==> src/ssr_pkg.sv <==
package ssr_pkg;

  localparam int unsigned PcW   = 3;
  localparam int unsigned CfgIw = 3;
  localparam int unsigned CfgDw = 18;
  localparam int unsigned AccW  = 40;
  localparam int unsigned YW    = 20;

  localparam logic [CfgIw-1:0] RegSpikeThreshold = 3'd0;
  localparam logic [CfgIw-1:0] RegSpikeLimit     = 3'd1;
  localparam logic [CfgIw-1:0] RegCoefB0         = 3'd2;
  localparam logic [CfgIw-1:0] RegCoefB1         = 3'd3;
  localparam logic [CfgIw-1:0] RegCoefA1         = 3'd4;
  localparam logic [CfgIw-1:0] RegScaleFactor    = 3'd5;
  localparam logic [CfgIw-1:0] RegGroundLimit    = 3'd6;

  typedef enum logic [1:0] {
    ACC_NONE,
    ACC_LOAD,
    ACC_ADD,
    ACC_SUB
  } acc_op_e;

  typedef enum logic [1:0] {
    MA_B0,
    MA_B1,
    MA_A1,
    MA_SCALE
  } mul_a_e;

  typedef enum logic [1:0] {
    MB_X,
    MB_PS,
    MB_YP
  } mul_b_e;

  typedef enum logic {
    SEQ_IDLE,
    SEQ_RUN
  } seq_state_e;

  typedef struct packed {
    acc_op_e        acc_op;
    mul_a_e         mul_a;
    mul_b_e         mul_b;
    logic           spike;
    logic           round;
    logic           done;
    logic           jmp_nonpos;
    logic [PcW-1:0] jmp_target;
  } ctrl_t;

  typedef struct packed {
    logic y_nonpos;
  } stat_t;

  typedef struct packed {
    logic [15:0]        threshold;
    logic [2:0]         limit;
    logic signed [17:0] b0;
    logic signed [17:0] b1;
    logic signed [17:0] a1;
    logic [15:0]        scale;
    logic [14:0]        ground;
  } cfg_t;

  typedef struct packed {
    logic [15:0] used_sample;
    logic        spike_replaced;
    logic        near_ground;
    logic [14:0] altitude;
  } res_t;

  localparam ctrl_t CtrlNop = '{
    acc_op: ACC_NONE, mul_a: MA_B0, mul_b: MB_X, spike: 1'b0, round: 1'b0,
    done: 1'b0, jmp_nonpos: 1'b0, jmp_target: '0
  };

  // microcode program, one control word per step
  function automatic ctrl_t ucode(input logic [PcW-1:0] pc);
    ctrl_t w;
    w = CtrlNop;
    case (pc)
      3'd0: w.spike = 1'b1;
      3'd1: begin
        w.acc_op = ACC_LOAD;
        w.mul_a  = MA_B0;
        w.mul_b  = MB_X;
      end
      3'd2: begin
        w.acc_op = ACC_ADD;
        w.mul_a  = MA_B1;
        w.mul_b  = MB_PS;
      end
      3'd3: begin
        w.acc_op = ACC_SUB;
        w.mul_a  = MA_A1;
        w.mul_b  = MB_YP;
      end
      3'd4: begin
        w.round      = 1'b1;
        w.jmp_nonpos = 1'b1;
        w.jmp_target = 3'd6;
      end
      3'd5: begin
        w.acc_op = ACC_LOAD;
        w.mul_a  = MA_SCALE;
        w.mul_b  = MB_YP;
      end
      3'd6: w.done = 1'b1;
      default: w.done = 1'b1;
    endcase
    return w;
  endfunction

endpackage

==> src/ssr_sequencer.sv <==
module ssr_sequencer (
  input  logic          clk_i,
  input  logic          rst_ni,
  input  logic          start_i,
  input  logic          stall_i,
  input  ssr_pkg::stat_t stat_i,
  output logic          idle_o,
  output logic          exec_o,
  output ssr_pkg::ctrl_t ctrl_o
);

  ssr_pkg::seq_state_e state_q, state_d;
  logic [ssr_pkg::PcW-1:0] pc_q, pc_d;

  assign ctrl_o = ssr_pkg::ucode(pc_q);

  always_ff @(posedge clk_i or negedge rst_ni) begin
    if (!rst_ni) begin
      state_q <= ssr_pkg::SEQ_IDLE;
      pc_q    <= '0;
    end else begin
      state_q <= state_d;
      pc_q    <= pc_d;
    end
  end

  always_comb begin
    state_d = state_q;
    pc_d    = pc_q;
    idle_o  = 1'b0;
    exec_o  = 1'b0;
    case (state_q)
      ssr_pkg::SEQ_IDLE: begin
        idle_o = 1'b1;
        if (start_i) begin
          state_d = ssr_pkg::SEQ_RUN;
          pc_d    = '0;
        end
      end
      ssr_pkg::SEQ_RUN: begin
        if (!stall_i) begin
          exec_o = 1'b1;
          if (ctrl_o.done) begin
            state_d = ssr_pkg::SEQ_IDLE;
          end else if (ctrl_o.jmp_nonpos && stat_i.y_nonpos) begin
            pc_d = ctrl_o.jmp_target;
          end else begin
            pc_d = pc_q + 1'b1;
          end
        end
      end
      default: state_d = ssr_pkg::SEQ_IDLE;
    endcase
  end

endmodule

==> src/ssr_datapath.sv <==
module ssr_datapath (
  input  logic           clk_i,
  input  logic           rst_ni,
  input  logic           start_i,
  input  logic [15:0]    sample_i,
  input  logic           exec_i,
  input  ssr_pkg::ctrl_t ctrl_i,
  input  ssr_pkg::cfg_t  cfg_i,
  output ssr_pkg::stat_t stat_o,
  output ssr_pkg::res_t  res_o
);

  logic [15:0]                       in_q;
  logic [15:0]                       x_q;
  logic                              rep_q;
  logic                              zero_q;
  logic signed [ssr_pkg::AccW-1:0]   acc_q, acc_d;
  // filter state
  logic [15:0]                       ps_q;
  logic signed [ssr_pkg::YW-1:0]     yp_q;
  logic [2:0]                        cnt_q;

  // spike test at full width
  logic signed [21:0] xs, yp_ext, thr_ext, hi, lo;
  logic               is_spike, replace;
  logic [15:0]        clamp;

  assign xs      = signed'({6'b0, in_q});
  assign yp_ext  = 22'(yp_q);
  assign thr_ext = signed'({6'b0, cfg_i.threshold});
  assign hi      = yp_ext + thr_ext;
  assign lo      = yp_ext - thr_ext;
  assign is_spike = (xs > hi) || (xs < lo);
  assign replace  = is_spike && (cnt_q < cfg_i.limit);

  always_comb begin
    if (yp_q[ssr_pkg::YW-1]) begin
      clamp = '0;
    end else if (yp_q > 20'sd65535) begin
      clamp = 16'hffff;
    end else begin
      clamp = yp_q[15:0];
    end
  end

  // shared multiplier
  logic signed [17:0] mul_a;
  logic signed [20:0] mul_b;
  logic signed [38:0] prod;
  logic signed [ssr_pkg::AccW-1:0] prod_ext;

  always_comb begin
    case (ctrl_i.mul_a)
      ssr_pkg::MA_B0:    mul_a = cfg_i.b0;
      ssr_pkg::MA_B1:    mul_a = cfg_i.b1;
      ssr_pkg::MA_A1:    mul_a = cfg_i.a1;
      ssr_pkg::MA_SCALE: mul_a = signed'({2'b00, cfg_i.scale});
      default:           mul_a = '0;
    endcase
    case (ctrl_i.mul_b)
      ssr_pkg::MB_X:  mul_b = signed'({5'b0, x_q});
      ssr_pkg::MB_PS: mul_b = signed'({5'b0, ps_q});
      ssr_pkg::MB_YP: mul_b = 21'(yp_q);
      default:        mul_b = '0;
    endcase
  end

  assign prod     = mul_a * mul_b;
  assign prod_ext = ssr_pkg::AccW'(prod);

  always_comb begin
    case (ctrl_i.acc_op)
      ssr_pkg::ACC_LOAD: acc_d = prod_ext;
      ssr_pkg::ACC_ADD:  acc_d = acc_q + prod_ext;
      ssr_pkg::ACC_SUB:  acc_d = acc_q - prod_ext;
      default:           acc_d = acc_q;
    endcase
  end

  // round half up, then saturate to 20 bits
  logic signed [ssr_pkg::AccW-1:0] rnd;
  logic signed [23:0]              sh;
  logic signed [ssr_pkg::YW-1:0]   y_new;

  assign rnd = acc_q + 40'sd32768;
  assign sh  = signed'(rnd[ssr_pkg::AccW-1:16]);

  always_comb begin
    if (sh > 24'sd524287) begin
      y_new = 20'sd524287;
    end else if (sh < -24'sd524288) begin
      y_new = -20'sd524288;
    end else begin
      y_new = sh[ssr_pkg::YW-1:0];
    end
  end

  assign stat_o.y_nonpos = y_new[ssr_pkg::YW-1] || (y_new == '0);

  always_ff @(posedge clk_i) begin
    if (start_i) begin
      in_q <= sample_i;
    end
    if (exec_i) begin
      acc_q <= acc_d;
      if (ctrl_i.spike) begin
        x_q   <= replace ? clamp : in_q;
        rep_q <= replace;
      end
      if (ctrl_i.round) begin
        zero_q <= stat_o.y_nonpos;
      end
    end
  end

  always_ff @(posedge clk_i or negedge rst_ni) begin
    if (!rst_ni) begin
      ps_q  <= '0;
      yp_q  <= '0;
      cnt_q <= '0;
    end else if (exec_i) begin
      if (ctrl_i.spike) begin
        cnt_q <= replace ? cnt_q + 1'b1 : 3'd0;
      end
      if (ctrl_i.round) begin
        ps_q <= x_q;
        yp_q <= y_new;
      end
    end
  end

  // scaled altitude, accumulator holds y * scale here
  logic [14:0] alt;

  always_comb begin
    if (zero_q) begin
      alt = '0;
    end else if (|acc_q[ssr_pkg::AccW-1:31]) begin
      alt = 15'h7fff;
    end else begin
      alt = acc_q[30:16];
    end
  end

  assign res_o.altitude       = alt;
  assign res_o.near_ground    = (alt != '0) && (alt < cfg_i.ground);
  assign res_o.spike_replaced = rep_q;
  assign res_o.used_sample    = x_q;

endmodule

==> src/sonar_spike_reject_iir_filter.sv <==
// each sample is taken while the sequencer is idle and then runs the 7-step microcode program
// that computes the three filter taps and the scaling through one shared 18x21 multiplier;
// the scaling step is skipped when the filtered value is not positive; no new sample is
// accepted until the program finishes, and a result still waiting on the output holds the last step
// reset: filter history, spike count and handshake state clear; registers take their defaults
module sonar_spike_reject_iir_filter (
  input  logic                        clk_i,
  input  logic                        rst_ni,
  input  logic                        s_axis_tvalid_i,
  output logic                        s_axis_tready_o,
  input  logic [15:0]                 s_axis_tdata_i,  // pulse_count
  output logic                        m_axis_tvalid_o,
  input  logic                        m_axis_tready_i,
  // altitude[14:0], near_ground[15], spike_replaced[16], used_sample[32:17], zero pad
  output logic [39:0]                 m_axis_tdata_o,
  input  logic                        cfg_valid_i,
  output logic                        cfg_ready_o,
  input  logic [ssr_pkg::CfgIw-1:0]   cfg_index_i,
  input  logic [ssr_pkg::CfgDw-1:0]   cfg_data_i
);

  ssr_pkg::cfg_t  cfg_q;
  ssr_pkg::ctrl_t ctrl;
  ssr_pkg::stat_t stat;
  ssr_pkg::res_t  res;
  ssr_pkg::res_t  out_q;
  logic           out_valid_q;
  logic           idle, exec, start, stall, load_out;

  assign cfg_ready_o = 1'b1;

  always_ff @(posedge clk_i or negedge rst_ni) begin
    if (!rst_ni) begin
      cfg_q.threshold <= 16'd3000;
      cfg_q.limit     <= 3'd5;
      cfg_q.b0        <= 18'sd65536;
      cfg_q.b1        <= '0;
      cfg_q.a1        <= '0;
      cfg_q.scale     <= 16'd2772;
      cfg_q.ground    <= 15'd51;
    end else if (cfg_valid_i) begin
      case (cfg_index_i)
        ssr_pkg::RegSpikeThreshold: cfg_q.threshold <= cfg_data_i[15:0];
        ssr_pkg::RegSpikeLimit:     cfg_q.limit     <= cfg_data_i[2:0];
        ssr_pkg::RegCoefB0:         cfg_q.b0        <= signed'(cfg_data_i);
        ssr_pkg::RegCoefB1:         cfg_q.b1        <= signed'(cfg_data_i);
        ssr_pkg::RegCoefA1:         cfg_q.a1        <= signed'(cfg_data_i);
        ssr_pkg::RegScaleFactor:    cfg_q.scale     <= cfg_data_i[15:0];
        ssr_pkg::RegGroundLimit:    cfg_q.ground    <= cfg_data_i[14:0];
        default: ;
      endcase
    end
  end

  assign s_axis_tready_o = idle;
  assign start           = s_axis_tvalid_i && idle;
  // hold the final step while the previous result still waits
  assign stall           = ctrl.done && out_valid_q && !m_axis_tready_i;
  assign load_out        = exec && ctrl.done;

  ssr_sequencer u_seq (
    .clk_i   (clk_i),
    .rst_ni  (rst_ni),
    .start_i (start),
    .stall_i (stall),
    .stat_i  (stat),
    .idle_o  (idle),
    .exec_o  (exec),
    .ctrl_o  (ctrl)
  );

  ssr_datapath u_dp (
    .clk_i    (clk_i),
    .rst_ni   (rst_ni),
    .start_i  (start),
    .sample_i (s_axis_tdata_i),
    .exec_i   (exec),
    .ctrl_i   (ctrl),
    .cfg_i    (cfg_q),
    .stat_o   (stat),
    .res_o    (res)
  );

  always_ff @(posedge clk_i or negedge rst_ni) begin
    if (!rst_ni) begin
      out_valid_q <= 1'b0;
    end else if (load_out) begin
      out_valid_q <= 1'b1;
    end else if (m_axis_tready_i) begin
      out_valid_q <= 1'b0;
    end
  end

  always_ff @(posedge clk_i) begin
    if (load_out) begin
      out_q <= res;
    end
  end

  assign m_axis_tvalid_o = out_valid_q;
  assign m_axis_tdata_o  = {7'b0, out_q};

endmodule

==> config.mk <==
export PLATFORM = sky130hd
export DESIGN_NAME = sonar_spike_reject_iir_filter
export DESIGN_NICKNAME = d
export VERILOG_FILES = /design/src/ssr_pkg.sv /design/src/ssr_sequencer.sv /design/src/ssr_datapath.sv /design/src/sonar_spike_reject_iir_filter.sv
export SDC_FILE = /design/constraint.sdc
export NUM_CORES = 2
export LEC_CHECK = 0
export BUFFER_PORTS_ARGS = -buffer_cell sky130_fd_sc_hd__clkbuf_2
export CELL_PAD_IN_SITES_DETAIL_PLACEMENT = 0
export CELL_PAD_IN_SITES_GLOBAL_PLACEMENT = 1
export CORE_ASPECT_RATIO = 0.75
export CORE_MARGIN = 2
export CORE_UTILIZATION = 30
export CTS_CLUSTER_DIAMETER = 50
export DETAILED_ROUTE_END_ITERATION = 10
export PLACE_DENSITY = 0.55
export SLEW_MARGIN = 20
export SYNTH_ARGS = -nofsm -noshare
export SYNTH_HDL_FRONTEND = slang
export SYNTH_SLANG_ARGS = --single-unit
==> constraint.sdc <==
create_clock -name clk_i -period 17.85 [get_ports clk_i]
set_clock_uncertainty 0.15 [all_clocks]
set_input_delay 1.785 -clock clk_i [delete_from_list [all_inputs] [get_ports clk_i]]
set_output_delay 1.785 -clock clk_i [all_outputs]
set_load 0.005 [all_outputs]
==> flow_summary.json <==
{
  "grt_usage": 0.211,
  "maxSlewHeadroom": 0.250,
  "period_needed_ns": 13.33,
  "drv_cap": 0,
  "cts_hold_buf": 0,
  "path_class": "reg -> reg",
  "start_kind": "register",
  "area_growth_pct": 10.4,
  "finalCritPeriodShare": 0.747,
  "n_fill_cell": 10600,
  "wire_per_inst_microns": 22.7,
  "vias": 23700,
  "grt-ovfl-total": 0,
  "yosysSeqAreaShare": 0.228,
  "synth_enable_flop_cells": 107,
  "root_buffer": "clkbuf_16",
  "htreeDepth": 2,
  "drive_gt1_frac": 0.108,
  "ioPinCount": 85,
  "setup_viol": 0,
  "hold_path.class": "reg -> reg",
  "end_kind": "register",
  "grt_pass1_vias": 23900,
  "drt_iter0_drc": 2143,
  "cp.arrival_ns": 13.44,
  "routed_wl_microns": 108000,
  "grt_max_degree": 78,
  "cpPeakStageDelay_ns": 0.71,
  "hold_viol_final": 0,
  "rows": 101,
  "dieHeight_microns": 280,
  "critPathMaxFanout": 18,
  "drtPass1Iterations": 5,
  "antenna_found_initial": 4,
  "ctsResizeCount": 0,
  "crit_required_ns": 17.96,
  "via_per_inst": 4.97,
  "clk_pin_slew_worst_paths_ns": 0.07,
  "max_clock_freq_mhz": 75.0,
  "status": "completed",
  "cts.sinks": 255,
  "clk_latency_ns": 0.58,
  "port_buffers": 76,
  "worstPathBufferInverterCount": 7,
  "drtAntennaViolNets": 0,
  "dieArea_sq_um": 104000,
  "critPathTopFamily": "adder cells",
  "finalSetupTns_ns": 0,
  "dpl.hpwl_microns": 87200,
  "fin_hold_ws_ns": 0.274,
  "ys.flop_type": "dfrtp_1",
  "ys_types": 99,
  "seq_area_sq_um": 6940,
  "netlist_area_sq_um": 30400,
  "postSynthCellCount": 3369,
  "yosys_warnings": 0,
  "grt_pass1_wl_microns": 162000,
  "drc": 0,
  "avgSynthCellArea_sq_um": 9.04,
  "globalplace.congestion": 0.888,
  "cts_tree": "done",
  "cts_setup_buffers": 0,
  "start_util": 0.302,
  "die_w_microns": 372,
  "synth-seq-cells": 255,
  "clock_path_buffers": 3,
  "worst_pin_slew_ns": 1.12,
  "async_flop_share": 0.580,
  "crit_path_top_delay_cell": "nand2_1",
  "num-nets-final": 4035,
  "rsz0062_at_grt": "false",
  "core_area_sq_um": 101000,
  "multi_input_area_sq_um": 21200,
  "cts_buffers": 37,
  "slew_viol_final": 0
}
==> registers in the layout, indices dropped and copies added, names as in the netlist <==
register	flops
u_dp.in_q	16
u_dp.rep_q	1
u_dp.acc_q	40
cfg_q	104
u_seq.pc_q	3
u_dp.zero_q	1
u_dp.ps_q	16
u_dp.x_q	16
u_dp.yp_q	20
m_axis_tdata_o	33
m_axis_tvalid_o	1
u_dp.cnt_q	3
u_seq.state_q	1
==> routing by layer <==
layer  GRT usage  wire length [microns]  share of wire
met5           0                      0              0
met4      0.0294                   1270          0.012
met3      0.0474                   7810          0.072
met2       0.281                  41600           0.38
met1       0.345                  57400           0.53
==> path summary, 6_finish.rpt <==
kind                       cells after the start  slack, ns                 end     startpoint
min reg2reg                                    0       0.27  m_axis_tdata_o[16]     u_dp.rep_q
max reg2reg                                   42       4.52      u_dp.acc_q[37]  u_seq.pc_q[0]
max in group asynchronous                      2      14.91       u_dp.ps_q[11]         rst_ni
min in group asynchronous                      1       1.12           cfg_q[84]         rst_ni
max                                           42       4.52      u_dp.acc_q[37]  u_seq.pc_q[0]
min                                            0       0.27  m_axis_tdata_o[16]     u_dp.rep_q
==> synthesized netlist by cell type, drive strengths merged (5+ instances only) <==
| cell type | n | area, sq um |
|---|---|---|
| inv | 517 | 1940 |
| nand2 | 407 | 1530 |
| fa | 369 | 7390 |
| nor2 | 362 | 1360 |
| ha | 224 | 2800 |
| o21ai | 165 | 830 |
| a21oi | 163 | 831 |
| dfrtp | 128 | 3200 |
| clkbuf | 107 | 402 |
| edfxtp | 107 | 3210 |
| mux2 | 104 | 1170 |
| xnor2 | 94 | 831 |
| xor2 | 62 | 558 |
| nand3 | 58 | 290 |
| nor3 | 44 | 250 |
| a21o | 43 | 323 |
| nand2b | 42 | 263 |
| a31oi | 25 | 163 |
| buf | 25 | 141 |
| nand4 | 24 | 150 |
| dfstp | 20 | 526 |
| o21a | 20 | 150 |
| o21bai | 19 | 146 |
| nor2b | 16 | 100 |
| o31ai | 16 | 125 |
| a211oi | 15 | 135 |
| nor4 | 13 | 87.6 |
| o211ai | 13 | 103 |
| a22o | 12 | 105 |
| o41ai | 12 | 120 |
| and3 | 11 | 73.8 |
| a22oi | 10 | 75.1 |
| and2 | 10 | 66.3 |
| or3 | 10 | 62.6 |
| or2 | 8 | 50.1 |
| nor3b | 7 | 52.6 |
| mux2i | 5 | 50.1 |
| o211a | 5 | 50.1 |
==> cells by family (layout without fill, tap and decap cells) <==
kind of cell / Yosys count / in the layout / share of synthesized area
simple gates: 1035 / 1035 / 0.149
flops: 255 / 255 / 0.228
buf+inv: 649 / 703 / 0.0816
xor+xnor: 156 / 156 / 0.0456
mux: 109 / 109 / 0.0401
fa+ha+maj: 593 / 593 / 0.335
compound gates: 570 / 570 / 0.120
other cells: 2 / 9 / 0.000247
==> per-stage QoR <==
stage / util / std cells / setup WS, ns / area [sq um]
CTS: 0.333 / 4768 / 4.53 / 33600
finish: 0.333 / 4769 / 4.52 / 33600
detailed placement: 0.321 / 4700 / 4.68 / 32400
floorplan: - / 3375 / 7.27 / 30500
global placement: 0.321 / 4700 / 4.71 / 32400
global route: 0.333 / 4768 / 3.44 / 33600
==> area by class of cell <==
cell class,count,area share
Multi-Input combinational cell,2471,0.630
Timing Repair Buffer,118,0.0209
Tap cell,1339,0.0498
Inverter,517,0.0577
Clock inverter,27,0.00685
Antenna cell,1,0.0000744
Sequential cell,255,0.207
Clock buffer,41,0.0283
==> layout by cell type (no fill, tap or decap), drive strengths merged, types with 62 or more instances in the layout <==
cell and instances:
mux2 104, fa 369, o21ai 165, dfrtp 128, nand2 407, a21oi 163
ha 224, inv 523, clkbuf 116, edfxtp 107, xnor2 94, xor2 62
nor2 362
Power is not shown: default switching activity piles up to over one toggle a cycle in this logic, so the estimate is an artifact.
